==> src/sv/pfr_pkg.sv <==
// Shared types and constants for the potential field repulsion sum unit.
// No dependencies; every other file imports this package.
`timescale 1ns / 1ps

package pfr_pkg;

  localparam int POS_W    = 32;
  localparam int AMAG_W   = 32;
  localparam int RAD_W    = 66;
  localparam int ROOT_W   = 33;
  localparam int RANGE_W  = 31;
  localparam int UNIT_W   = 17;
  localparam int HUGE_W   = 34;
  localparam int TERM_W   = HUGE_W + UNIT_W;
  localparam int OUT_W    = 48;
  localparam int CNT_W    = 16;
  localparam int GAIN_W   = 16;
  localparam int IN_W     = 216;
  localparam int OUT_DW   = 168;
  localparam int CFG_IDX_W = 3;
  localparam int CFG_DW   = 32;
  localparam int FIFO_DEPTH = 2;
  localparam int LANES    = 4;

  localparam logic [HUGE_W-1:0] HUGE_MAG = 34'd10000000000;

  localparam logic [CFG_IDX_W-1:0] REG_RADIUS    = 3'd0;
  localparam logic [CFG_IDX_W-1:0] REG_MIN_RANGE = 3'd1;
  localparam logic [CFG_IDX_W-1:0] REG_AVOID     = 3'd2;
  localparam logic [CFG_IDX_W-1:0] REG_OWN_ID    = 3'd3;
  localparam logic [CFG_IDX_W-1:0] REG_OWN_TEAM  = 3'd4;
  localparam logic [CFG_IDX_W-1:0] REG_GAIN      = 3'd5;

  typedef struct packed {
    logic [RANGE_W-1:0] radius;
    logic [RANGE_W-1:0] min_range;
    logic               avoid;
    logic [15:0]        own_id;
    logic [7:0]         own_team;
    logic [GAIN_W-1:0]  gain;
  } cfg_t;

  typedef struct packed {
    logic                   keep;
    logic                   last;
    logic [2:0][AMAG_W-1:0] amag;
    logic [2:0]             neg;
    logic [RAD_W-1:0]       sumsq;
  } item_t;

endpackage

==> src/sv/pfr_fifo.sv <==
// Two-entry queue of classified contacts between front and back.
// Depends on pfr_pkg.
`timescale 1ns / 1ps

module pfr_fifo import pfr_pkg::*; (
  input  logic  clk,
  input  logic  rst_n,
  input  logic  push,
  input  item_t wr_item,
  output logic  full,
  output logic  valid,
  input  logic  pop,
  output item_t rd_item
);

  localparam int PTR_W = $clog2(FIFO_DEPTH);

  item_t              mem [FIFO_DEPTH];
  logic [PTR_W-1:0]   wp_r, rp_r;
  logic [PTR_W:0]     cnt_r;

  assign full    = (cnt_r == (PTR_W+1)'(FIFO_DEPTH));
  assign valid   = (cnt_r != '0);
  assign rd_item = mem[rp_r];

  always_ff @(posedge clk) begin
    if (push) mem[wp_r] <= wr_item;
  end

  always_ff @(posedge clk) begin
    if (!rst_n) begin
      wp_r  <= '0;
      rp_r  <= '0;
      cnt_r <= '0;
    end else begin
      if (push) wp_r <= wp_r + 1'b1;
      if (pop)  rp_r <= rp_r + 1'b1;
      if (push && !pop)      cnt_r <= cnt_r + 1'b1;
      else if (pop && !push) cnt_r <= cnt_r - 1'b1;
    end
  end

endmodule

==> config.mk <==
export PLATFORM = sky130hd
export DESIGN_NAME = pfr_fifo
export DESIGN_NICKNAME = d
export VERILOG_FILES = /design/src/sv/pfr_pkg.sv /design/src/sv/pfr_fifo.sv
export SDC_FILE = /design/constraint.sdc
export NUM_CORES = 1
export LEC_CHECK = 0
export BUFFER_PORTS_ARGS = -buffer_cell sky130_fd_sc_hd__buf_2
export CORE_MARGIN = 8
export CORE_UTILIZATION = 50
export CTS_CLUSTER_SIZE = 14
export DETAILED_ROUTE_END_ITERATION = 8
export GPL_TIMING_DRIVEN = 1
export PLACE_DENSITY = 0.76
export SETUP_SLACK_MARGIN = 0.2
export SLEW_MARGIN = 20
export SYNTH_ARGS = -nofsm -noshare
export SYNTH_HDL_FRONTEND = slang
export SYNTH_SLANG_ARGS = --single-unit
export TNS_END_PERCENT = 50
==> constraint.sdc <==
create_clock -name clk -period 12.1 [get_ports clk]
set_clock_uncertainty 0.15 [all_clocks]
set_input_delay 1.815 -clock clk [delete_from_list [all_inputs] [get_ports clk]]
set_output_delay 1.815 -clock clk [all_outputs]
set_load 0.01 [all_outputs]
==> results.md <==
- Min-delay worst type: register to register
- Die Ht: 176 um
- TritonCTS buffer count: 34
- TritonCTS clock tree: built
- Post CTS Setup Buffer Count: 0
- Crit path arrival time: 3030 ps
- Minimum clock period: 5000 ps
- Layer with the highest usage: met2
- R2R setup slack: 8650 ps
- Synth warnings: 0
- Yosys top cell by area: edfxtp_1
- Sum of negative setup slack: 0 ps
- Non-Filler Instances: 1,261
- Main combinational cell family by area after synthesis: multiplexers
- Die width: 176 um
- Maxcap violations: 0
- Count of cell types in the netlist: 17
- Area delta synth->final: 23.8%
- Core region area: 0.0252 mm^2
- Syn_nets: 714
- Final nets: 1,076
- Post-Syn Area: 0.0128 mm^2
- Initial DRC count: 436
- GR Util met2: 0.277
- Slew Limit Fails: 0
- FF-to-FF End: mem[0][121]
- GRT overflow: 0
- Ratio of cells with drive above 1 in the final layout: 0.603
- IO Pins: 340
- Req. time, crit path: 10,140 ps
- Initial cell density of the core: 0.509
- Antenna-violating nets left: 0
- H-tree depth: 2
- Port Buffer Count: 339
- Cell count after synthesis: 542
- Hold-fix buffers at CTS: 0
- Slew headroom: 0.294
- Yosys reg bits: 339
- Pin count of the biggest net entering global routing: 71
- Status: completed
- Synth Area in Adders: 0.000977
- R2R depth: 3
- Worst Path Buf+Inv: 2
- Hold_ws: 380 ps
- Row count: 58
- Crit path max fanout: 60
- Largest stage delay on the critical path: 1020 ps
- Post-synthesis compound-gate area fraction: 0.00156
- Post-Synth Simple-Gate Area: 0.00439
- Global Route Usage Sum: 0.160
- Routability cong.: 0.724
- CP Launch Type: register
- Placed cells: 1,198
- Tcrit/Tclk final: 0.413
- Routed vias: 6,268
- Critical path depth in cells: 3
- Hold Vio Cnt, Final: 0
- DP HPWL: 18,100 um
- Leakage dissipation: 6.24 nW
- Worst setup EP type: primary output
- FF-to-FF Start: wp_r
- XOR/XNOR Fraction of Synth Area: 0.00205
- Vias in the first global route: 6,573
- Clock-pin slew on the worst setup and hold paths: 60 ps
- RSZ-0062 raised after global routing: false
- Fill count: 1,763
- Worst setup path endpoint: rd_item[56]
- First-pass GRT wire length: 37,800 um
- Die ar.: 0.0310 mm^2
- Placed cell areas: 0.0148 mm^2
- CTS Buffer Depth: 3
- Critical path class: register to primary output
- Via/cell ratio: 4.97
- Post-synth top area share: 0.783
- Routed length per instance: 20.9 um
- Number of remaining DRC errors: 0
- Clk root buf: clkbuf_16
- Clk Latency, worst-skew pair: 490 ps
- Initial antenna violation count: 9
- Cell Pwr Density: 168 mW/mm^2
- GR Util met3: 0.0675
- Max Freq: 0.200 GHz
- Worst slew pin tran: 1060 ps
- Final instance area: 0.0159 mm^2
- Syn Area/Cell: 23.6 um^2
- Worst path cell trace: buf_4, mux2_4, buf_2
- Clk sink count: 339
- CTS resizes: 0
- Maximum vdd ir drop: 0.000135 V
- Routed wire length: 26,300 um
- Top delay family on crit path: buffers and inverters
- Sequential fraction of the synthesis area: 0.791
- Worst path slowest cell: dfxtp_4
- 1st-pass router iterations: 4
- Final setup violation count: 0
- Met1 usage: 0.179
- Synth area leaders: edfxtp_1, mux2_4, mux2_2
- Mux contribution to synthesized area: 0.185
==> power by group <==
group          internal, mW  switching (mW)
Sequential             1.36          0.0243
Clock                 0.598           0.400
Combinational         0.149           0.141
Total                  2.11           0.564
==> through the flow <==
| stage | util | power [mW] | worst slack (ps) |
|---|---|---|---|
| final | 0.630 | 2.67 | 7100 |
| after global routing | 0.630 | 2.77 | 6930 |
| after CTS | 0.630 | 2.71 | 7050 |
| after detailed placement | 0.587 | 1.70 | 6920 |
| after global placement | 0.587 | 1.69 | 6950 |
| after floorplan | - | 1.59 | 2170 |
==> per-layer routing <==
layer,share of wire,wire length (um)
met1,0.37,9660
met2,0.51,13300
met3,0.11,2820
met4,0.018,487
met5,0.0026,68
==> registers in the layout, summed over array words and instances, names as in the netlist, named ones only <==
name / cells
mem: 334
cnt_r: 2
rp_r: 1
wp_r: 1
==> cells in the mapped netlist <==
library cell / number
edfxtp_1: 334
buf_6: 16
inv_1: 1
xor2_1: 2
xnor2_1: 1
mux2_4: 130
and2_1: 4
a21boi_0: 1
dfxtp_1: 5
mux2_2: 37
buf_2: 3
ha_1: 1
o21ai_0: 1
nor2b_1: 3
or2_2: 1
or3_1: 1
o21a_1: 1
==> placed cells by master (no fill, tap or decap), types with 3 or more instances in the layout <==
master	synthesis	routed
diode_2	0	4
mux2_2	37	37
buf_4	0	6
clkinv_2	0	3
clkbuf_1	0	10
and2_1	4	3
clkbuf_16	0	37
buf_2	3	339
edfxtp_1	334	334
dfxtp_1	5	4
clkinv_1	0	6
mux2_4	130	130
==> area by class of cell <==
type	instances	area [um^2]	area share
Clock inverter	12	106	0.00670
Clock buffer	47	963	0.0607
Antenna cell	4	10.0	0.000631
Inverter	1	3.75	0.000237
Tap cell	330	413	0.0260
Timing Repair Buffer	345	1740	0.110
Multi-Input combinational cell	183	2490	0.157
Sequential cell	339	10100	0.639
==> worst register-to-register path, delay by kind of cell, from the launching register on <==
family | cells | cell delay (ps)
DFF | 1 | 350
and+or+nand+nor | 1 | 830
buffers and inverters | 2 | 1680
==> how the worst min path moves through the flow <==
stage	start	to	cells past startpoint
6_report	cnt_r[1]	cnt_r[1]	2
5_1_grt	cnt_r[1]	cnt_r[1]	2
4_1_cts	cnt_r[1]	cnt_r[1]	2
3_5_place_dp	cnt_r[1]	cnt_r[1]	2
3_3_place_gp	cnt_r[1]	cnt_r[1]	2
2_1_floorplan	cnt_r[1]	cnt_r[1]	2
==> cell families (layout without fill, tap and decap cells) <==
logic type,after synthesis,in the layout
other,0,4
XOR/XNOR,3,3
buffers and inverters,20,405
flip-flops,339,339
adder cells (fa/ha/maj),1,1
AND/OR/NAND/NOR,9,9
multiplexers,167,167
AO/OA/AOI/OAI,3,3
(Power assumes the default switching activity.)
