**src/sv/pfr_pkg.sv**
```systemverilog
// Shared types and constants for the potential field repulsion sum unit.
// No dependencies; every other file imports this package.
`timescale 1ns / 1ps

package pfr_pkg;

  localparam int POS_W    = 32;
  localparam int AMAG_W   = 32;
  localparam int RAD_W    = 66;
  localparam int ROOT_W   = 33;
  localparam int RANGE_W  = 31;
  localparam int UNIT_W   = 17;
  localparam int HUGE_W   = 34;
  localparam int TERM_W   = HUGE_W + UNIT_W;
  localparam int OUT_W    = 48;
  localparam int CNT_W    = 16;
  localparam int GAIN_W   = 16;
  localparam int IN_W     = 216;
  localparam int OUT_DW   = 168;
  localparam int CFG_IDX_W = 3;
  localparam int CFG_DW   = 32;
  localparam int FIFO_DEPTH = 2;
  localparam int LANES    = 4;

  localparam logic [HUGE_W-1:0] HUGE_MAG = 34'd10000000000;

  localparam logic [CFG_IDX_W-1:0] REG_RADIUS    = 3'd0;
  localparam logic [CFG_IDX_W-1:0] REG_MIN_RANGE = 3'd1;
  localparam logic [CFG_IDX_W-1:0] REG_AVOID     = 3'd2;
  localparam logic [CFG_IDX_W-1:0] REG_OWN_ID    = 3'd3;
  localparam logic [CFG_IDX_W-1:0] REG_OWN_TEAM  = 3'd4;
  localparam logic [CFG_IDX_W-1:0] REG_GAIN      = 3'd5;

  typedef struct packed {
    logic [RANGE_W-1:0] radius;
    logic [RANGE_W-1:0] min_range;
    logic               avoid;
    logic [15:0]        own_id;
    logic [7:0]         own_team;
    logic [GAIN_W-1:0]  gain;
  } cfg_t;

  typedef struct packed {
    logic                   keep;
    logic                   last;
    logic [2:0][AMAG_W-1:0] amag;
    logic [2:0]             neg;
    logic [RAD_W-1:0]       sumsq;
  } item_t;

endpackage

```
**src/sv/pfr_front.sv**
```systemverilog
// Front end: accepts contacts, classifies them and forms |diff| and squared distance.
// Depends on pfr_pkg.
`timescale 1ns / 1ps

module pfr_front import pfr_pkg::*; (
  input  logic            clk,
  input  logic            rst_n,
  input  logic            in_tvalid,
  output logic            in_tready,
  input  logic [IN_W-1:0] in_tdata,
  input  logic            in_tlast,
  input  cfg_t            cfg,
  output logic            push,
  output item_t           push_item,
  input  logic            full
);

  typedef enum logic [2:0] {
    F_IDLE = 3'b001,
    F_SQ   = 3'b010,
    F_PUSH = 3'b100
  } fstate_t;

  fstate_t        st_r, st_nxt;
  logic [1:0]     k_r, k_nxt;
  item_t          item_r, item_nxt;
  logic           accept;
  logic [63:0]    sq;

  assign accept    = in_tvalid && in_tready;
  assign in_tready = (st_r == F_IDLE);
  assign push_item = item_r;
  assign push      = (st_r == F_PUSH) && !full;
  assign sq        = item_r.amag[k_r] * item_r.amag[k_r];

  always_comb begin
    logic signed [POS_W:0] d;
    d        = '0;
    st_nxt   = st_r;
    k_nxt    = k_r;
    item_nxt = item_r;
    unique case (st_r)
      F_IDLE: begin
        if (accept) begin
          item_nxt.keep = (in_tdata[15:0] != cfg.own_id) &&
                          (cfg.avoid || (in_tdata[23:16] == cfg.own_team));
          item_nxt.last = in_tlast;
          item_nxt.sumsq = '0;
          for (int i = 0; i < 3; i++) begin
            d = {in_tdata[24+32*i+31], in_tdata[24+32*i +: 32]} -
                {in_tdata[120+32*i+31], in_tdata[120+32*i +: 32]};
            item_nxt.neg[i]  = !d[POS_W] && (d != '0);
            item_nxt.amag[i] = d[POS_W] ? AMAG_W'(-d) : d[AMAG_W-1:0];
          end
          k_nxt  = 2'd0;
          st_nxt = F_SQ;
        end
      end
      F_SQ: begin
        item_nxt.sumsq = item_r.sumsq + {2'b00, sq};
        k_nxt = k_r + 2'd1;
        if (k_r == 2'd2) st_nxt = F_PUSH;
      end
      F_PUSH: begin
        if (!full) st_nxt = F_IDLE;
      end
      default: st_nxt = F_IDLE;
    endcase
  end

  always_ff @(posedge clk) begin
    if (!rst_n) begin
      st_r <= F_IDLE;
      k_r  <= 2'd0;
    end else begin
      st_r <= st_nxt;
      k_r  <= k_nxt;
    end
  end

  always_ff @(posedge clk) begin
    item_r <= item_nxt;
  end

endmodule

```
**config.mk**
```make
export PLATFORM = sky130hd
export DESIGN_NAME = pfr_front
export DESIGN_NICKNAME = d
export VERILOG_FILES = /design/src/sv/pfr_pkg.sv /design/src/sv/pfr_front.sv
export SDC_FILE = /design/constraint.sdc
export NUM_CORES = 2
export LEC_CHECK = 0
export ABC_AREA = 1
export BUFFER_PORTS_ARGS = -buffer_cell sky130_fd_sc_hd__buf_2
export CORE_MARGIN = 2
export CORE_UTILIZATION = 45
export CTS_BUF_LIST = sky130_fd_sc_hd__clkbuf_8
export DETAILED_ROUTE_END_ITERATION = 10
export PLACE_DENSITY = 0.59
export SETUP_SLACK_MARGIN = 0.05
export SYNTH_ARGS = -nofsm -noshare
export SYNTH_HDL_FRONTEND = slang
export SYNTH_SLANG_ARGS = --single-unit
```
**constraint.sdc**
```tcl
create_clock -name clk -period 13 [get_ports clk]
set_clock_uncertainty 0.1 [all_clocks]
set_input_delay 0.65 -clock clk [delete_from_list [all_inputs] [get_ports clk]]
set_output_delay 0.65 -clock clk [all_outputs]
set_load 0.005 [all_outputs]
```
==> flow_metrics.tcl <==
set metrics [dict create \
    async_flop_share_pct 0 \
    period_share_pct 85.40 \
    drc_errors 0 \
    insertion_delay_ns 0.59 \
    synth_most_common_cell "inv_1" \
    dp_hpwl_microns 136100 \
    synth_edf_count 167 \
    start_util_pct 45.33 \
    num-fill-cells 11068 \
    grt_overflow 0 \
    cp-end-kind "flop" \
    port_buffers 414 \
    grt_setup_unrepaired "false" \
    crit_top_cell "inv_1" \
    synth_commonest_cells "inv_1, nand2_1, fa_1" \
    cts-hold-fix-buffers 0 \
    worstSetupPathType "reg -> reg" \
    synth_area_sq_um 49350 \
    path_clk_slew_ns 0.11 \
    first_iter_violations 2594 \
    slew_headroom_pct 23.47 \
    min_from "in_tlast" \
    report.final.slew_viol_count 0 \
    yosysWarningCount 0 \
    post_cts_buffers 0 \
    rrSetupSlack_ns 1.90 \
    regArea_sq_um 5115 \
    synth_area_leaders "fa_1, inv_1, nand2_1" \
    root_buffer "clkbuf_8" \
    worst_slew_pin_slew_ns 1.143 \
    num_io_pins 493 \
    cts_resized 0 \
    syn-num-nets 8266 \
    worstRegToRegCells 34 \
    wire_per_inst_microns 18.54 \
    antenna_found_initial 5 \
    cp-start-kind "flop" \
    path_max_fanout 36 \
    yosys.area.top_type "fa_1" \
    syn_to_final_growth_pct 8.438 \
    htree_levels 4 \
    cts_inserted_buffers 17 \
    post-route-min-period_ns 11.10 \
    synth_top_area_share_pct 35.50 \
    synth-seq-cells 172 \
    grt_pass1_wl_microns 247400 \
    hold_depth 1 \
    routed_wl_microns 157400 \
    outcome "finished, final reports clean" \
    fmax_mhz 90.07 \
    reg2reg_from "k_r[0]$_SDFFE_PN0P_" \
    cts_tree "built" \
    fin_util_pct 49.16 \
    fp.dieW_microns 335.2 \
    syn_inst 6710 \
    synth_cell_types 49 \
    multi_input_area_sq_um 35910 \
    synth_flop_cell "edfxtp_1" \
    rows 121 \
    routabilityCongestion 0.9683 \
    grt_start_max_net_pins 69 \
    postRouteAntennaNets 0 \
    grt.total_usage_pct 28.98 \
    holdPathEnd "push_item[165]$_DFFE_PP_" \
    viasPerCell 4.871 \
    clock_sinks 172 \
    layout-drive-gt1-share_pct 8.637 \
    cts_buffer_depth 2 \
    first_pass_iters 6 \
    worstPathArrival_ns 11.35 \
    r2r-end "push_item[61]$_SDFFCE_PN0P_" \
    setup_viol 0 \
    syn_avg_cell_area_sq_um 7.354 \
    vias 41349 \
    die_area_sq_um 112300 \
    crit_required_ns 13.24 \
    cpMaxStageDelayCell "a32oi_1" \
    fin_nets 8617 \
    slowest_delay_ns 0.78 \
    die-height_microns 335.2 \
    hold_path_class "in -> reg" \
    hold_violations 0 \
    grt_pass1_vias 43917 \
    core_sq_um 108900 \
    ys_seq_area_share_pct 10.37 \
    drv_cap 0 \
    timing.setup.tns_ns 0 \
]
how the worst max path moves through the flow:
stage	slack [ns]	to	start	cells after the start
after floorplan	5.39	push_item[51]$_SDFFCE_PN0P_	k_r[0]$_SDFFE_PN0P_	36
after global placement	2.13	push_item[61]$_SDFFCE_PN0P_	k_r[0]$_SDFFE_PN0P_	34
after detailed placement	2.11	push_item[61]$_SDFFCE_PN0P_	k_r[0]$_SDFFE_PN0P_	33
after CTS	2.09	push_item[61]$_SDFFCE_PN0P_	k_r[0]$_SDFFE_PN0P_	34
after global routing	1.69	push_item[51]$_SDFFCE_PN0P_	k_r[0]$_SDFFE_PN0P_	32
final	1.90	push_item[61]$_SDFFCE_PN0P_	k_r[0]$_SDFFE_PN0P_	34
metal layers:
| metal | part of all wire [%] | wire length [microns] | track usage, % |
|---|---|---|---|
| met2 | 49 | 77300 | 50.83 |
| met5 | 0 | 0 | 0 |
| met3 | 5.9 | 9350 | 4.805 |
| met4 | 4.3 | 6714 | 11.24 |
| met1 | 41 | 64040 | 35.54 |
stage by stage:
| step | worst slack (ns) | std cells | hold slack [ns] | cell area (sq um) |
|---|---|---|---|---|
| 2_1_floorplan | 5.388 | 6710 | 0.4624 | 49350 |
| 3_3_place_gp | 2.132 | 8456 | 0.5414 | 53100 |
| 4_1_cts | 2.087 | 8488 | 0.1305 | 53510 |
| 6_report | 1.898 | 8489 | 0.1865 | 53510 |
| 3_5_place_dp | 2.109 | 8456 | 0.5508 | 53100 |
| 5_1_grt | 1.686 | 8489 | 0.1529 | 53510 |
sequential cells by signal, indices dropped and copies added, names as in the netlist:
name,count
k_r,2
push_item,167
st_r,3
layout by cell type (no fill, tap or decap), types with 19 or more instances in the layout:
master    count
inv_1      2096
nand2_1    1709
fa_1        875
buf_2       414
nor2_1      406
ha_1        357
a21oi_1     185
nand3_1     177
edfxtp_1    167
o21ai_0     125
xor2_1       61
nand4_1      55
xnor2_1      45
or2_2        43
buf_4        42
nor3_1       29
o21bai_1     23
nand2_2      23
nand3b_1     23
a32oi_1      19
a21o_1       19
clkbuf_8     19
critical path, delay by kind of cell (launching register included):
family                     cells  cell delay [ns]
adders and majority gates      9             4.24
AOI/OAI and AO/OA              4             2.02
DFF                            1             0.32
and+or+nand+nor                9             1.46
buffers and inverters         12             2.68
layout make-up:
| type | count | share of cell area [%] |
|---|---|---|
| clock inverters | 13 | 0.2806 |
| well taps | 1414 | 3.306 |
| repair buffers | 457 | 4.499 |
| diodes | 1 | 0.004676 |
| inverters | 2103 | 14.75 |
| flip-flops and latches | 172 | 9.559 |
| multi-input cells | 4310 | 67.11 |
| clock buffers | 19 | 0.4887 |
kinds of logic after synthesis:
family / Yosys count / synth area share (%)
simple gates: 2525 / 20.95
buf+inv: 2228 / 17.05
fa+ha+maj: 1232 / 44.55
xor+xnor: 108 / 1.947
compound gates: 445 / 5.137
flops: 172 / 10.37
Power is not shown: default switching activity piles up to over one toggle a cycle in this logic, so the estimate is an artifact.
